--- src/rtl/sfr_pkg.sv ---
// ----------------------------------------------------------------------------
// sfr_pkg
// Shared types, constants and the crc-16 byte update for the frame receiver.
// ----------------------------------------------------------------------------
`default_nettype none

package sfr_pkg;

    localparam logic [15:0] CRC_INIT  = 16'hFFFF;
    localparam logic [15:0] CRC_POLY  = 16'hA001;
    localparam int          HDR_BYTES = 4;

    typedef enum logic [1:0] {
        ST_GOOD = 2'd0,
        ST_CRC  = 2'd1,
        ST_LEN  = 2'd2
    } t_status;

    // controller to datapath
    typedef struct packed {
        logic    take;
        logic    load_single;
        t_status single_status;
        logic    rd_start;
        logic    rd_en;
        logic    load_data;
        logic    rd_next;
    } t_cmd;

    // datapath to controller
    typedef struct packed {
        logic out_free;
        logic hdr_len;
        logic len_too_big;
        logic crc_lo;
        logic crc_match;
        logic dest_match;
        logic len_zero;
        logic rd_last;
    } t_stat;

    function automatic logic [15:0] crc_feed(input logic [15:0] crc_in,
                                             input logic [7:0]  data);
        logic [15:0] c;
        c = crc_in ^ {8'h00, data};
        for (int k = 0; k < 8; k++) begin
            if (c[0]) begin
                c = (c >> 1) ^ CRC_POLY;
            end else begin
                c = c >> 1;
            end
        end
        return c;
    endfunction

endpackage

`default_nettype wire

--- src/rtl/serial_frame_receiver_crc16.sv ---
// ----------------------------------------------------------------------------
// serial_frame_receiver_crc16
// Frame receiver with crc-16 check (reflected poly 0xA001, init 0xFFFF).
// ----------------------------------------------------------------------------
// Bytes of a frame (destination, source, function, length, data, crc high,
// crc low) are taken one per cycle; the crc is updated in the same cycle.
// The length byte and the crc low byte are taken only when the result
// register is free or being emptied. A good frame addressed to the host
// address is then read out of the payload store one data byte at a time
// (store read, then result load, which waits out any output stall), and
// no byte is taken during that readout. Other outcomes give one result, or
// none for a good frame to another address. host_address resets to 0xFF.
// ----------------------------------------------------------------------------
`default_nettype none

module serial_frame_receiver_crc16 #(
    parameter int MAX_DATA = 32
) (
    input  wire logic       i_clk,
    input  wire logic       i_rst_n,
    input  wire logic       i_cfg_wr_en,
    input  wire logic [7:0] i_cfg_wr_data,
    input  wire logic       i_rx_valid,
    output logic            o_rx_ready,
    input  wire logic [7:0] i_rx_byte,
    output logic            o_res_valid,
    input  wire logic       i_res_ready,
    output logic [1:0]      o_status,
    output logic [7:0]      o_source_address,
    output logic [7:0]      o_function_code,
    output logic [7:0]      o_data_length,
    output logic            o_has_data,
    output logic [4:0]      o_data_index,
    output logic [7:0]      o_data_byte,
    output logic            o_last
);
    import sfr_pkg::*;

    t_cmd  w_cmd;
    t_stat w_stat;

    sfr_ctrl u_ctrl (
        .i_clk      (i_clk),
        .i_rst_n    (i_rst_n),
        .i_rx_valid (i_rx_valid),
        .o_rx_ready (o_rx_ready),
        .i_stat     (w_stat),
        .o_cmd      (w_cmd)
    );

    sfr_dp #(
        .MAX_DATA (MAX_DATA)
    ) u_dp (
        .i_clk            (i_clk),
        .i_rst_n          (i_rst_n),
        .i_cfg_wr_en      (i_cfg_wr_en),
        .i_cfg_wr_data    (i_cfg_wr_data),
        .i_rx_byte        (i_rx_byte),
        .i_res_ready      (i_res_ready),
        .i_cmd            (w_cmd),
        .o_stat           (w_stat),
        .o_res_valid      (o_res_valid),
        .o_status         (o_status),
        .o_source_address (o_source_address),
        .o_function_code  (o_function_code),
        .o_data_length    (o_data_length),
        .o_has_data       (o_has_data),
        .o_data_index     (o_data_index),
        .o_data_byte      (o_data_byte),
        .o_last           (o_last)
    );

endmodule

`default_nettype wire

--- src/rtl/sfr_ram.sv ---
// ----------------------------------------------------------------------------
// sfr_ram
// Generic single write port, single read port ram with registered read data.
// ----------------------------------------------------------------------------
`default_nettype none

module sfr_ram #(
    parameter int WIDTH = 8,
    parameter int DEPTH = 32
) (
    input  wire logic                                    i_clk,
    input  wire logic                                    i_wr_en,
    input  wire logic [((DEPTH > 1) ? $clog2(DEPTH) : 1)-1:0] i_wr_addr,
    input  wire logic [WIDTH-1:0]                        i_wr_data,
    input  wire logic                                    i_rd_en,
    input  wire logic [((DEPTH > 1) ? $clog2(DEPTH) : 1)-1:0] i_rd_addr,
    output logic      [WIDTH-1:0]                        o_rd_data
);

    logic [WIDTH-1:0] r_mem [DEPTH];
    logic [WIDTH-1:0] r_rd_data;

    always_ff @(posedge i_clk) begin
        if (i_wr_en) begin
            r_mem[i_wr_addr] <= i_wr_data;
        end
        if (i_rd_en) begin
            r_rd_data <= r_mem[i_rd_addr];
        end
    end

    assign o_rd_data = r_rd_data;

endmodule

`default_nettype wire

--- src/rtl/sfr_ctrl.sv ---
// ----------------------------------------------------------------------------
// sfr_ctrl
// Controller: input handshake, result selection and payload readout sequence.
// ----------------------------------------------------------------------------
`default_nettype none

module sfr_ctrl (
    input  wire logic          i_clk,
    input  wire logic          i_rst_n,
    input  wire logic          i_rx_valid,
    output logic               o_rx_ready,
    input  wire sfr_pkg::t_stat i_stat,
    output sfr_pkg::t_cmd      o_cmd
);
    import sfr_pkg::*;

    typedef enum logic [2:0] {
        S_RECV = 3'b001,
        S_READ = 3'b010,
        S_LOAD = 3'b100
    } t_state;

    t_state r_state;
    t_state n_state;
    logic   w_may_emit;
    logic   w_accept;

    assign w_may_emit = i_stat.hdr_len || i_stat.crc_lo;
    assign o_rx_ready = (r_state == S_RECV) && (i_stat.out_free || !w_may_emit);
    assign w_accept   = i_rx_valid && o_rx_ready;

    always_comb begin
        n_state = r_state;
        o_cmd   = '0;
        unique case (r_state)
            S_RECV: begin
                if (w_accept) begin
                    o_cmd.take = 1'b1;
                    if (i_stat.hdr_len && i_stat.len_too_big) begin
                        o_cmd.load_single   = 1'b1;
                        o_cmd.single_status = ST_LEN;
                    end else if (i_stat.crc_lo) begin
                        if (!i_stat.crc_match) begin
                            o_cmd.load_single   = 1'b1;
                            o_cmd.single_status = ST_CRC;
                        end else if (i_stat.dest_match) begin
                            if (i_stat.len_zero) begin
                                o_cmd.load_single   = 1'b1;
                                o_cmd.single_status = ST_GOOD;
                            end else begin
                                o_cmd.rd_start = 1'b1;
                                n_state        = S_READ;
                            end
                        end
                    end
                end
            end
            S_READ: begin
                o_cmd.rd_en = 1'b1;
                n_state     = S_LOAD;
            end
            S_LOAD: begin
                if (i_stat.out_free) begin
                    o_cmd.load_data = 1'b1;
                    if (i_stat.rd_last) begin
                        n_state = S_RECV;
                    end else begin
                        o_cmd.rd_next = 1'b1;
                        n_state       = S_READ;
                    end
                end
            end
            default: begin
                n_state = S_RECV;
            end
        endcase
    end

    always_ff @(posedge i_clk) begin
        if (!i_rst_n) begin
            r_state <= S_RECV;
        end else begin
            r_state <= n_state;
        end
    end

endmodule

`default_nettype wire

--- src/rtl/sfr_dp.sv ---
// ----------------------------------------------------------------------------
// sfr_dp
// Datapath: byte position, crc, header fields, payload store and result
// register.
// ----------------------------------------------------------------------------
`default_nettype none

module sfr_dp #(
    parameter int MAX_DATA = 32
) (
    input  wire logic           i_clk,
    input  wire logic           i_rst_n,
    input  wire logic           i_cfg_wr_en,
    input  wire logic [7:0]     i_cfg_wr_data,
    input  wire logic [7:0]     i_rx_byte,
    input  wire logic           i_res_ready,
    input  wire sfr_pkg::t_cmd  i_cmd,
    output sfr_pkg::t_stat      o_stat,
    output logic                o_res_valid,
    output logic [1:0]          o_status,
    output logic [7:0]          o_source_address,
    output logic [7:0]          o_function_code,
    output logic [7:0]          o_data_length,
    output logic                o_has_data,
    output logic [4:0]          o_data_index,
    output logic [7:0]          o_data_byte,
    output logic                o_last
);
    import sfr_pkg::*;

    localparam int IW = (MAX_DATA > 1) ? $clog2(MAX_DATA) : 1;
    localparam int PW = $clog2(MAX_DATA + 6);

    logic [7:0]    r_host_address;
    logic [PW-1:0] r_pos;
    logic [15:0]   r_crc;
    logic [7:0]    r_dest;
    logic [7:0]    r_source;
    logic [7:0]    r_function;
    logic [7:0]    r_length;
    logic [7:0]    r_crc_hi;
    logic [IW-1:0] r_rd_idx;

    logic          r_res_valid;
    t_status       r_status;
    logic [7:0]    r_res_source;
    logic [7:0]    r_res_function;
    logic [7:0]    r_res_length;
    logic          r_res_has;
    logic [4:0]    r_res_index;
    logic [7:0]    r_res_byte;
    logic          r_res_last;

    logic [8:0]    w_pos_ext;
    logic [8:0]    w_data_end;
    logic [8:0]    w_wr_off;
    logic          w_hdr;
    logic          w_data;
    logic          w_crc_hi;
    logic          w_crc_lo;
    logic          w_hdr_len;
    logic          w_too_big;
    logic          w_restart;
    logic          w_rd_last;
    logic          w_out_free;
    logic [7:0]    w_ram_data;

    assign w_pos_ext  = 9'(r_pos);
    assign w_data_end = 9'(r_length) + 9'(HDR_BYTES);
    assign w_wr_off   = w_pos_ext - 9'(HDR_BYTES);
    assign w_hdr      = r_pos < PW'(HDR_BYTES);
    assign w_data     = !w_hdr && (w_pos_ext < w_data_end);
    assign w_crc_hi   = !w_hdr && (w_pos_ext == w_data_end);
    assign w_crc_lo   = !w_hdr && !w_data && !w_crc_hi;
    assign w_hdr_len  = r_pos == PW'(HDR_BYTES - 1);
    assign w_too_big  = i_rx_byte > 8'(MAX_DATA);
    assign w_restart  = (w_hdr_len && w_too_big) || w_crc_lo;
    assign w_rd_last  = (8'(r_rd_idx) + 8'd1) == r_length;
    assign w_out_free = !r_res_valid || i_res_ready;

    always_comb begin
        o_stat             = '0;
        o_stat.out_free    = w_out_free;
        o_stat.hdr_len     = w_hdr_len;
        o_stat.len_too_big = w_too_big;
        o_stat.crc_lo      = w_crc_lo;
        o_stat.crc_match   = {r_crc_hi, i_rx_byte} == r_crc;
        o_stat.dest_match  = r_dest == r_host_address;
        o_stat.len_zero    = r_length == 8'd0;
        o_stat.rd_last     = w_rd_last;
    end

    sfr_ram #(
        .WIDTH (8),
        .DEPTH (MAX_DATA)
    ) u_payload (
        .i_clk     (i_clk),
        .i_wr_en   (i_cmd.take && w_data),
        .i_wr_addr (w_wr_off[IW-1:0]),
        .i_wr_data (i_rx_byte),
        .i_rd_en   (i_cmd.rd_en),
        .i_rd_addr (r_rd_idx),
        .o_rd_data (w_ram_data)
    );

    always_ff @(posedge i_clk) begin
        if (!i_rst_n) begin
            r_host_address <= 8'hFF;
            r_pos          <= '0;
            r_crc          <= CRC_INIT;
            r_res_valid    <= 1'b0;
        end else begin
            if (i_cfg_wr_en) begin
                r_host_address <= i_cfg_wr_data;
            end
            if (i_cmd.take) begin
                if (w_restart) begin
                    r_pos <= '0;
                    r_crc <= CRC_INIT;
                end else begin
                    r_pos <= r_pos + PW'(1);
                    if (w_hdr || w_data) begin
                        r_crc <= crc_feed(r_crc, i_rx_byte);
                    end
                end
            end
            if (i_cmd.load_single || i_cmd.load_data) begin
                r_res_valid <= 1'b1;
            end else if (i_res_ready) begin
                r_res_valid <= 1'b0;
            end
        end
    end

    always_ff @(posedge i_clk) begin
        if (i_cmd.take) begin
            if (w_hdr) begin
                case (r_pos[1:0])
                    2'd0:    r_dest     <= i_rx_byte;
                    2'd1:    r_source   <= i_rx_byte;
                    2'd2:    r_function <= i_rx_byte;
                    default: r_length   <= i_rx_byte;
                endcase
            end
            if (w_crc_hi) begin
                r_crc_hi <= i_rx_byte;
            end
        end
        if (i_cmd.rd_start) begin
            r_rd_idx <= '0;
        end else if (i_cmd.rd_next) begin
            r_rd_idx <= r_rd_idx + IW'(1);
        end
        if (i_cmd.load_single) begin
            r_status       <= i_cmd.single_status;
            r_res_source   <= r_source;
            r_res_function <= r_function;
            r_res_length   <= w_hdr_len ? i_rx_byte : r_length;
            r_res_has      <= 1'b0;
            r_res_index    <= '0;
            r_res_byte     <= '0;
            r_res_last     <= 1'b1;
        end else if (i_cmd.load_data) begin
            r_status       <= ST_GOOD;
            r_res_source   <= r_source;
            r_res_function <= r_function;
            r_res_length   <= r_length;
            r_res_has      <= 1'b1;
            r_res_index    <= 5'(r_rd_idx);
            r_res_byte     <= w_ram_data;
            r_res_last     <= w_rd_last;
        end
    end

    assign o_res_valid      = r_res_valid;
    assign o_status         = r_status;
    assign o_source_address = r_res_source;
    assign o_function_code  = r_res_function;
    assign o_data_length    = r_res_length;
    assign o_has_data       = r_res_has;
    assign o_data_index     = r_res_index;
    assign o_data_byte      = r_res_byte;
    assign o_last           = r_res_last;

endmodule

`default_nettype wire

--- config.mk ---
export PLATFORM = sky130hd
export DESIGN_NAME = serial_frame_receiver_crc16
export DESIGN_NICKNAME = d
export VERILOG_FILES = /design/src/rtl/sfr_pkg.sv /design/src/rtl/serial_frame_receiver_crc16.sv /design/src/rtl/sfr_ram.sv /design/src/rtl/sfr_ctrl.sv /design/src/rtl/sfr_dp.sv
export SDC_FILE = /design/constraint.sdc
export NUM_CORES = 1
export LEC_CHECK = 0
export BUFFER_PORTS_ARGS = -buffer_cell sky130_fd_sc_hd__buf_2
export CORE_ASPECT_RATIO = 0.8
export CORE_UTILIZATION = 66
export CTS_CLUSTER_SIZE = 30
export DETAILED_ROUTE_END_ITERATION = 6
export HOLD_SLACK_MARGIN = 0.02
export PLACE_DENSITY_LB_ADDON = 0.12
export SLEW_MARGIN = 20
export SYNTH_ARGS = -nofsm -noshare
export SYNTH_HDL_FRONTEND = slang
export SYNTH_SLANG_ARGS = --single-unit
--- constraint.sdc ---
create_clock -name i_clk -period 5.54 [get_ports i_clk]
set_input_delay 0.554 -clock i_clk [delete_from_list [all_inputs] [get_ports i_clk]]
set_output_delay 0.554 -clock i_clk [all_outputs]
set_load 0.02 [all_outputs]
Yosys cells after proc, flatten, opt, wreduce, memory -nomap -nowiden
Memories as Yosys holds them, arrays and structs flattened. A register that Yosys moved wholly into a read port is not among the register bits. Cells that the tools add are included.

Register bits after elaboration: 120. RAM bits: 256. Input bits: 21. Output and inout bits: 43. Logic and storage cells: 162. Memories kept: 1.

$add $sub $neg: 5. $lt $le $gt $ge: 3. Equal/unequal tests: 17. Mux-type cells: 75. Bitwise gates (word level): 10. Reduce and logical (&&, ||, !) cells: 32.

Memories: u_dp.u_payload.r_mem (words 32, width 8, rd ports 1, clocked after memory_dff 1, write ports 1, line sfr_ram.sv:20) `logic [WIDTH-1:0] r_mem [DEPTH];`.

Operators by type and width (count): $mux 16 (38); $mux 8 (7); $mux 3 (10); $not 2->3 (8); $eq 16x16->1 (1); $eq 8x8->1 (2); $xor 16x8->16 (1); $reduce_and 3->1 (4); $mux 2 (5); $mux 5 (2); $ne 2x1->1 const B (5); $add 8x3->9 const B (1); $eq 6x9->1 (1); $lt 6x9->1 (1); $mux 1 (9); $pmux 3 s3 (1); $gt 8x6->1 const B (1); $logic_and 1x1->1 (8); $logic_not 8->1 (1); $mux 4 (2); $reduce_and 7->1 (1); $add 5x1->6 const B (1); $add 6x1->6 const B (1); $eq 6x2->1 const B (1); other kinds (17) (30).

Longest topological paths before layout
Gate-level depths: netlist of run 1.

Word-level depth: 55. Gate-level depth with buffers: 13. Gate-level depth less buffers: 10.

Hierarchy
Synthesis of run 1 repeated with hierarchy kept, for this count alone.

Cells, all modules: 851. Area, all modules: 15402.3 um^2.

Modules (own cells, without submodules): sfr_ram (instances 1, cells an instance 417, area an instance 10133.5 um^2, sequential area each 7927.6 um^2); sfr_dp (instances 1, cells an instance 399, area an instance 5009.8 um^2, sequential area each 3002.9 um^2); sfr_ctrl (instances 1, cells an instance 35, area an instance 259.0 um^2, sequential area each 60.1 um^2).

Worst setup path after synthesis of run 1
OpenSTA, ideal clock, no wires.

Path kind: register -> register. Start: register u_dp.r_length[2]. End: register u_dp.r_crc_hi[0] (enable). Library setup time: 398 ps. Data arrival time: 3152 ps. Data required time: 5142 ps. Slack: 1991 ps. Stages on the path, launching flop included: 10. Buffers on the path: 0. Clock period less this slack: 3549 ps. Cells stage by stage: edfxtp_1 ha_1 xnor2_1 ha_1 nand4_1 or2_2 o221ai_1 o211ai_1 nand2_1 nor4b_1.

Longest elaborated chain between the ends: 14. Elaborated cells on any way between the ends: 17. Those cells by class: add/sub: 1; order compare: 1; eq/ne: 1; mux: 2; reduce/logical: 12.

Ends and longest elaborated chain: from (decl) (line sfr_dp.sv:40) `logic [7:0] r_length;`; from (signal assigned) (line sfr_dp.sv:142) `default: r_length <= i_rx_byte;`; $add 8x3->9 (*) (line sfr_dp.sv:69) `assign w_data_end = 9'(r_length) + 9'(HDR_BYTES);`; $lt 6x9->1 (line sfr_dp.sv:72) `assign w_data = !w_hdr && (w_pos_ext < w_data_end);`; $logic_and 1x1->1 (line sfr_dp.sv:72); $logic_not 1->1 (line sfr_dp.sv:74) `assign w_crc_lo = !w_hdr && !w_data && !w_crc_hi;`; $logic_and 1x1->1 (2 in series) (line sfr_dp.sv:74); $logic_or 1x1->1 (line sfr_ctrl.sv:28) `assign w_may_emit = i_stat.hdr_len || i_stat.crc_lo;`; $logic_not 1->1 (line sfr_ctrl.sv:29) `assign o_rx_ready = (r_state == S_RECV) && (i_stat.out_free || !w_may_emit);`; $logic_or 1x1->1 (line sfr_ctrl.sv:29); $logic_and 1x1->1 (line sfr_ctrl.sv:29); $logic_and 1x1->1 (line sfr_ctrl.sv:30) `assign w_accept = i_rx_valid && o_rx_ready;`; $mux 5 (line sfr_ctrl.sv:37) `if (w_accept) begin`; $mux 5 (line sfr_ctrl.sv:35) `unique case (r_state)`; $reduce_and 2->1 (no source line) (*); to (signal assigned) (line sfr_dp.sv:146) `r_crc_hi <= i_rx_byte;`; to (decl) (line sfr_dp.sv:41) `logic [7:0] r_crc_hi;`.

Every way passes the cells marked *; elsewhere a longest branch is shown, timed or not. A chain may end at the register's enable or synchronous reset.

Worst setup path in the final report of run 1
Start: register u_dp.r_length[2]. End: output o_rx_ready.

Longest elaborated chain between the ends: 10. Elaborated cells on any way between the ends: 13. Those cells by class: add/sub: 1; order compare: 1; eq/ne: 1; reduce/logical: 10.

Ends and longest elaborated chain: $add 8x3->9 (*) (line sfr_dp.sv:69); $lt 6x9->1 (line sfr_dp.sv:72); $logic_and 1x1->1 (line sfr_dp.sv:72); $logic_not 1->1 (line sfr_dp.sv:74); $logic_and 1x1->1 (line sfr_dp.sv:74); $logic_and 1x1->1 (*) (line sfr_dp.sv:74); $logic_or 1x1->1 (*) (line sfr_ctrl.sv:28); $logic_not 1->1 (*) (line sfr_ctrl.sv:29); $logic_or 1x1->1 (*) (line sfr_ctrl.sv:29); $logic_and 1x1->1 (*) (line sfr_ctrl.sv:29); to (decl) (line serial_frame_receiver_crc16.sv:24) `output logic o_rx_ready,`.

Marked as above.

==> results of run 1 <==
==> sequential cells by signal, indices dropped and copies added, names as in the netlist, 2 cells and up <==
name / flops
u_dp.r_pos: 6
u_dp.o_data_byte: 8
u_dp.r_dest: 8
u_dp.r_rd_idx: 5
u_dp.o_status: 2
u_dp.o_data_length: 8
u_dp.u_payload.o_rd_data: 8
u_dp.o_function_code: 8
u_ctrl.r_state: 3
u_dp.r_host_address: 8
u_dp.r_crc_hi: 8
u_dp.r_function: 8
u_dp.r_crc: 16
u_dp.o_source_address: 8
u_dp.r_length: 8
u_dp.r_source: 8
u_dp.u_payload.r_mem: 256
u_dp.o_data_index: 5
==> stage by stage <==
step	cells	setup WS (ps)
2_1_floorplan	864	1990
3_3_place_gp	1210	1380
3_5_place_dp	1210	1160
4_1_cts	1276	1150
5_1_grt	1276	1210
6_report	1276	1380
==> critical path, stage by stage (launching register included) <==
cell and delay, ps:
edfxtp_1 500, ha_1 300, xnor2_1 160, ha_1 330, nand4_1 120, o221a_1 250
or3_1 480, or2_1 380, a21oi_1 300, nor2_1 110, buf_2 170
==> area by class of cell <==
type	instances	area (um^2)
fill	1259	5330
sequential	384	11000
clock buffer	47	1030
timing repair buffer	79	435
clock inverter	19	204
tap	306	383
inverter	14	52.6
multi-input combinational	427	4260
==> logic make-up after synthesis <==
family | count (synthesis) | synth area share
muxes | 117 | 0.142
DFF | 384 | 0.712
buffers and inverters | 53 | 0.0141
and+or+nand+nor | 181 | 0.0606
xor gates and xnor gates | 50 | 0.0292
adders and majority gates | 19 | 0.0154
AOI/OAI and AO/OA | 60 | 0.0271
==> cell usage in the layout, fill, tap and decap left out, drive strengths merged, types with 2 or more instances in the layout <==
cell	Yosys	final
a211oi	10	10
a21oi	21	21
a2bb2oi	5	5
a31oi	2	2
and2	34	34
and3	7	7
buf	11	79
bufinv	0	4
clkbuf	28	47
clkinv	0	11
dfxtp	54	54
edfxtp	330	330
ha	19	19
inv	14	17
mux2	17	17
mux2i	20	20
mux4	80	80
nand2	62	62
nand2b	2	2
nand3	9	9
nand3b	2	2
nand4	7	7
nor2	29	29
nor2b	2	2
nor3	8	8
nor3b	4	4
nor4	6	6
o211ai	5	5
o21a	2	2
o21ai	4	4
o221a	2	2
o221ai	2	2
o31a	2	2
or2	3	3
or3	2	2
or4	2	2
xnor2	35	35
xor2	14	14
==> routing by layer <==
layer  up-vias  part of all wire
met5         -                 0
met4         0             0.021
met3        62             0.085
met2       439              0.48
met1      4136              0.42
li1       3548                 -
==> report_power, final <==
part / switching [W] / total, W / leakage [nW] / internal [W]
clock network: 0.00103 / 0.00253 / 0.606 / 0.00151
logic: 0.000207 / 0.000339 / 1.81 / 0.000132
registers: 0.0000468 / 0.00325 / 3.42 / 0.00321
total: 0.00128 / 0.00613 / 5.84 / 0.00484
==> final timing paths <==
kind                                  end  depth (start not counted)  slack [ps]          startpoint
setup reg to reg    u_dp.o_data_length[0]                          9        1420    u_dp.r_length[2]
setup / recovery               o_rx_ready                         10        1380    u_dp.r_length[2]
hold reg to reg   u_dp.o_function_code[5]                          0         420  u_dp.r_function[5]
hold / removal     u_dp.r_host_address[1]                          3         270    i_cfg_wr_data[1]
==> impl_metrics.yaml, run 1 <==
outcome:
  status: "finished, final reports clean"
worst_setup_path:
  crit_path_end_kind: "output pin"
  required_ps: 4990
  worstSetupStartpointType: "flop"
  cp.arrival_ps: 3610
  critical_path_class: "reg2out"
  cp_max_fo: 6
detailed_routing:
  viasPerCell: 6.41
  wire_per_inst_um: 25.5
  drc_errors: 0
  first_pass_iters: 5
  vias: 8185
  ant_nets: 0
  routed_wl_um: 32600
  drt-initial-drc-count: 876
logic_synthesis:
  synthCells: 864
  synthesis.nets: 904
  synth.most_common_cell: "edfxtp_1"
  synth_top_cell_by_area: "edfxtp_1"
  synth_top_flop_cell: "edfxtp_1"
  synth-edff-count: 330
  ys_types: 53
  yosysTopAreaCellShare: 0.642
  yosys_warnings: 0
  synth.yosys.seq_area_share: 0.712
  synth-async-reset-ratio: 0
  syn_area_per_cell_um2: 17.9
  netlist_area_mm2: 0.0154
  ys_seq_elements: 384
  synth_area_leaders: "edfxtp_1, mux4_2, dfxtp_1"
  yosys-top-cells-count: "edfxtp_1, mux4_2, nand2_1"
place:
  port_buffers: 63
  hpwl_um: 20300
  gp_congestion: 0.859
  placed_area_mm2: 0.0161
timing:
  max_freq_ghz: 0.240
  tns_ps: 0
  rsz0062_at_grt: "no"
  whs_ps: 267
  worst-slew-pin-transition_ps: 1060
  slew_headroom: 0.294
  fin_crit_ps: 4160
  maxSlewViolCount: 0
  hold_violations: 0
  setup_viol: 0
  finalClockSkew_ps: 18.2
  fin_crit_sh: 0.751
grt:
  grt_use_met3: 0.0521
  grt_max_degree: 43
  use_met1: 0.419
  top_usage_layer: "met2"
  grt_pass1_wl_um: 49300
  overflow: 0
  antenna_found_initial: 1
  grt.total_usage: 0.280
  grtUsageMet2: 0.436
  grt_pass1_vias: 8138
clock_tree:
  postCtsSetupBuffers: 0
  clkLatencyLatePin_ps: 520
  cts_resized: 0
  cts_tree: "done"
  cts.hold.buffers_added: 0
  clockBufferDepth: 3
  clk_pin_slew_ps: 60
  htreeDepth: 2
  clock-sinks: 384
  cts-buffers-inserted: 37
  root_buffer: "clkbuf_16"
run:
  maxCapViolCount: 0
floorplan:
  dieHeight_um: 139
  core_mm2: 0.0227
  die_x_um: 173
  io_pins: 64
  rows: 49
  initial_core_util: 0.681
  die_area_mm2: 0.0240
cells_and_area:
  area_delta_synth_final_pct: 12.4
  final_area_mm2: 0.0174
  insertedDiodeCount: 0
  nets: 983
  post-route-util: 0.765
  drive_gt1_frac: 0.251
power:
  power_w: 0.00613
  ir_drop_uv: 306
  power_density_mw_per_mm2: 353
  p_leak_nw: 5.84
worst_hold_path:
  hold_class: "in2reg"
(Power assumes the default switching activity.)
==> inputs of run 2 (changes only) <==
--- a/config.mk
+++ b/config.mk
@@ -7,7 +7,7 @@
 export LEC_CHECK = 0
 export BUFFER_PORTS_ARGS = -buffer_cell sky130_fd_sc_hd__buf_2
 export CORE_ASPECT_RATIO = 0.8
-export CORE_UTILIZATION = 66
+export CORE_UTILIZATION = 61
 export CTS_CLUSTER_SIZE = 30
 export DETAILED_ROUTE_END_ITERATION = 6
 export HOLD_SLACK_MARGIN = 0.02
==> constraint.sdc (replaced) <==
create_clock -name i_clk -period 4.3 [get_ports i_clk]
set_input_delay 0.43 -clock i_clk [delete_from_list [all_inputs] [get_ports i_clk]]
set_output_delay 0.43 -clock i_clk [all_outputs]
set_load 0.02 [all_outputs]
==> impl_metrics.yaml, run 2 (synthesis gave the netlist of run 1 again) <==
worst_setup_path:
  crit_path_start: "u_dp.r_length[2]"
  cpLargestDelayFamily: "simple AND/OR/NAND/NOR gates"
  required_ps: 3870
  worstPathCellList: "ha_1 > xnor2_1 > ha_1 > nand4_1 > o221a_1 > or3_1 > or2_1 > a21oi_1 > nor2_1 > buf_2"
  critical_path_class: "reg2out"
  crit_path_end_kind: "output pin"
  worstSetupStartpointType: "flop"
  worst-path-buf-inv: 1
  rr_startpoint: "u_dp.r_length[2]"
  cp_slowest_cell: "edfxtp_1"
  cpPeakStageDelay_ps: 480
  cp.arrival_ps: 3440
  cp_common_cell: "ha_1"
  cp_max_fo: 6
grt:
  grt_use_met3: 0.0647
  overflow: 0
  top_usage_layer: "met2"
  grt_max_degree: 51
  use_met1: 0.384
  grt_pass1_vias: 8092
  grt.total_usage: 0.268
  antenna_found_initial: 1
  grt_pass1_wl_um: 49900
  grtUsageMet2: 0.415
clock_tree:
  postCtsSetupBuffers: 0
  cts_tree: "done"
  cts.hold.buffers_added: 0
  htreeDepth: 2
  clock-sinks: 384
  root_buffer: "clkbuf_16"
  clkLatencyLatePin_ps: 520
  cts-buffers-inserted: 37
  cts_resized: 0
  clockBufferDepth: 3
  clk_pin_slew_ps: 60
timing:
  tns_ps: 0
  setup_viol: 0
  fin_crit_sh: 0.901
  max_freq_ghz: 0.258
  hold_violations: 0
  maxSlewViolCount: 0
  slew_headroom: 0.398
  rsz0062_at_grt: "no"
  fin_crit_ps: 3870
  worst-slew-pin-transition_ps: 898
  whs_ps: 140
  finalClockSkew_ps: 16.5
detailed_routing:
  routed_wl_um: 33400
  wire_per_inst_um: 25.8
  drc_errors: 20
  first_pass_iters: 7
  viasPerCell: 6.25
  drt-initial-drc-count: 769
  ant_nets: 0
  vias: 8090
power:
  p_switching_w: 0.00162
  power_density_mw_per_mm2: 442
  switching_share: 0.212
  ir_drop_uv: 390
  p_seq_frac: 0.549
  power_frac_clock: 0.393
  p_int_w: 0.00602
  pwr-share-comb: 0.058
  p_leak_nw: 5.79
cells_and_area:
  mostFrequentLayoutCells: "edfxtp_1, mux4_2, buf_2"
  area_delta_synth_final_pct: 12.0
  multi_input_area_mm2: 0.00424
  final_common_cell: "edfxtp_1"
  nets: 987
  fillCellCount: 1568
  largest_registers: "u_dp.u_payload.r_mem: 256 flops, u_dp.r_crc: 16 flops"
  regMostFlops: "u_dp.u_payload.r_mem"
  largest_reg_flops: 256
  seq_area_mm2: 0.0110
  drive_gt1_frac: 0.244
outcome:
  status: "finished with violations"
  violations: "design-rule violations"
floorplan:
  core_mm2: 0.0246
  io_pins: 64
  dieHeight_um: 144
  die_x_um: 180
  die_area_mm2: 0.0260
  initial_core_util: 0.629
  rows: 51
place:
  hpwl_um: 21200
  gp_congestion: 0.894
  port_buffers: 63
worst_hold_path:
  hold_class: "in2reg"
  worstHoldStart: "i_cfg_wr_data[1]"
run:
  maxCapViolCount: 0
==> run 2: cell types whose count changed in the layout (fill, tap and decap cells not counted), sizes merged <==
cell | before | now
buf | 79 | 83
inv | 17 | 15
clkinvlp | 1 | 0
clkinv | 11 | 9
bufinv | 4 | 0
clkbuf | 47 | 57
diode | 0 | 1
==> run 2: per-layer routing <==
layer,wire (um),vias to the layer above
met5,13,-
met4,688,2
met3,2830,53
met2,15200,321
met1,14600,4154
li1,-,3560
==> run 2: path summary, 6_finish.rpt <==
path / endpoint / slack, ps / cells after the start
min reg2reg: u_dp.o_function_code[3] / 420 / 0
max: o_rx_ready / 430 / 10
min: u_dp.r_host_address[1] / 140 / 3
max reg2reg: u_dp.o_data_length[6] / 640 / 9
==> run 2: layout make-up <==
type	count	area share
clock inverters	10	0.00268
multi-input cells	427	0.245
inverters	14	0.00304
diodes	1	0.000145
well taps	318	0.0230
repair buffers	83	0.0284
clock buffers	57	0.0621
flip-flops and latches	384	0.636
==> run 2: worst min-delay path, stage by stage <==
cell	delay, ps
buf_2	70
mux2i_1	60
nand2_1	60
==> run 2: stage by stage <==
stage / cell area, um^2 / total power (W) / cells / worst slack, ps / util
2_1_floorplan: 15400 / 0.00454 / 864 / 751 / -
3_3_place_gp: 16200 / 0.00469 / 1226 / 774 / 0.658
3_5_place_dp: 16200 / 0.00471 / 1226 / 710 / 0.658
4_1_cts: 17300 / 0.00768 / 1293 / 448 / 0.704
5_1_grt: 17300 / 0.00787 / 1293 / 294 / 0.704
6_report: 17300 / 0.00764 / 1294 / 426 / 0.704
==> run 2: power groups by stage <==
stage               registers [W]  clock network [W]  logic, W
floorplan                 0.00427                  0  0.000270
global placement          0.00426                  0  0.000429
detailed placement        0.00427                  0  0.000441
CTS                       0.00419            0.00305  0.000444
global route              0.00420            0.00319  0.000482
finish                    0.00419            0.00300  0.000444
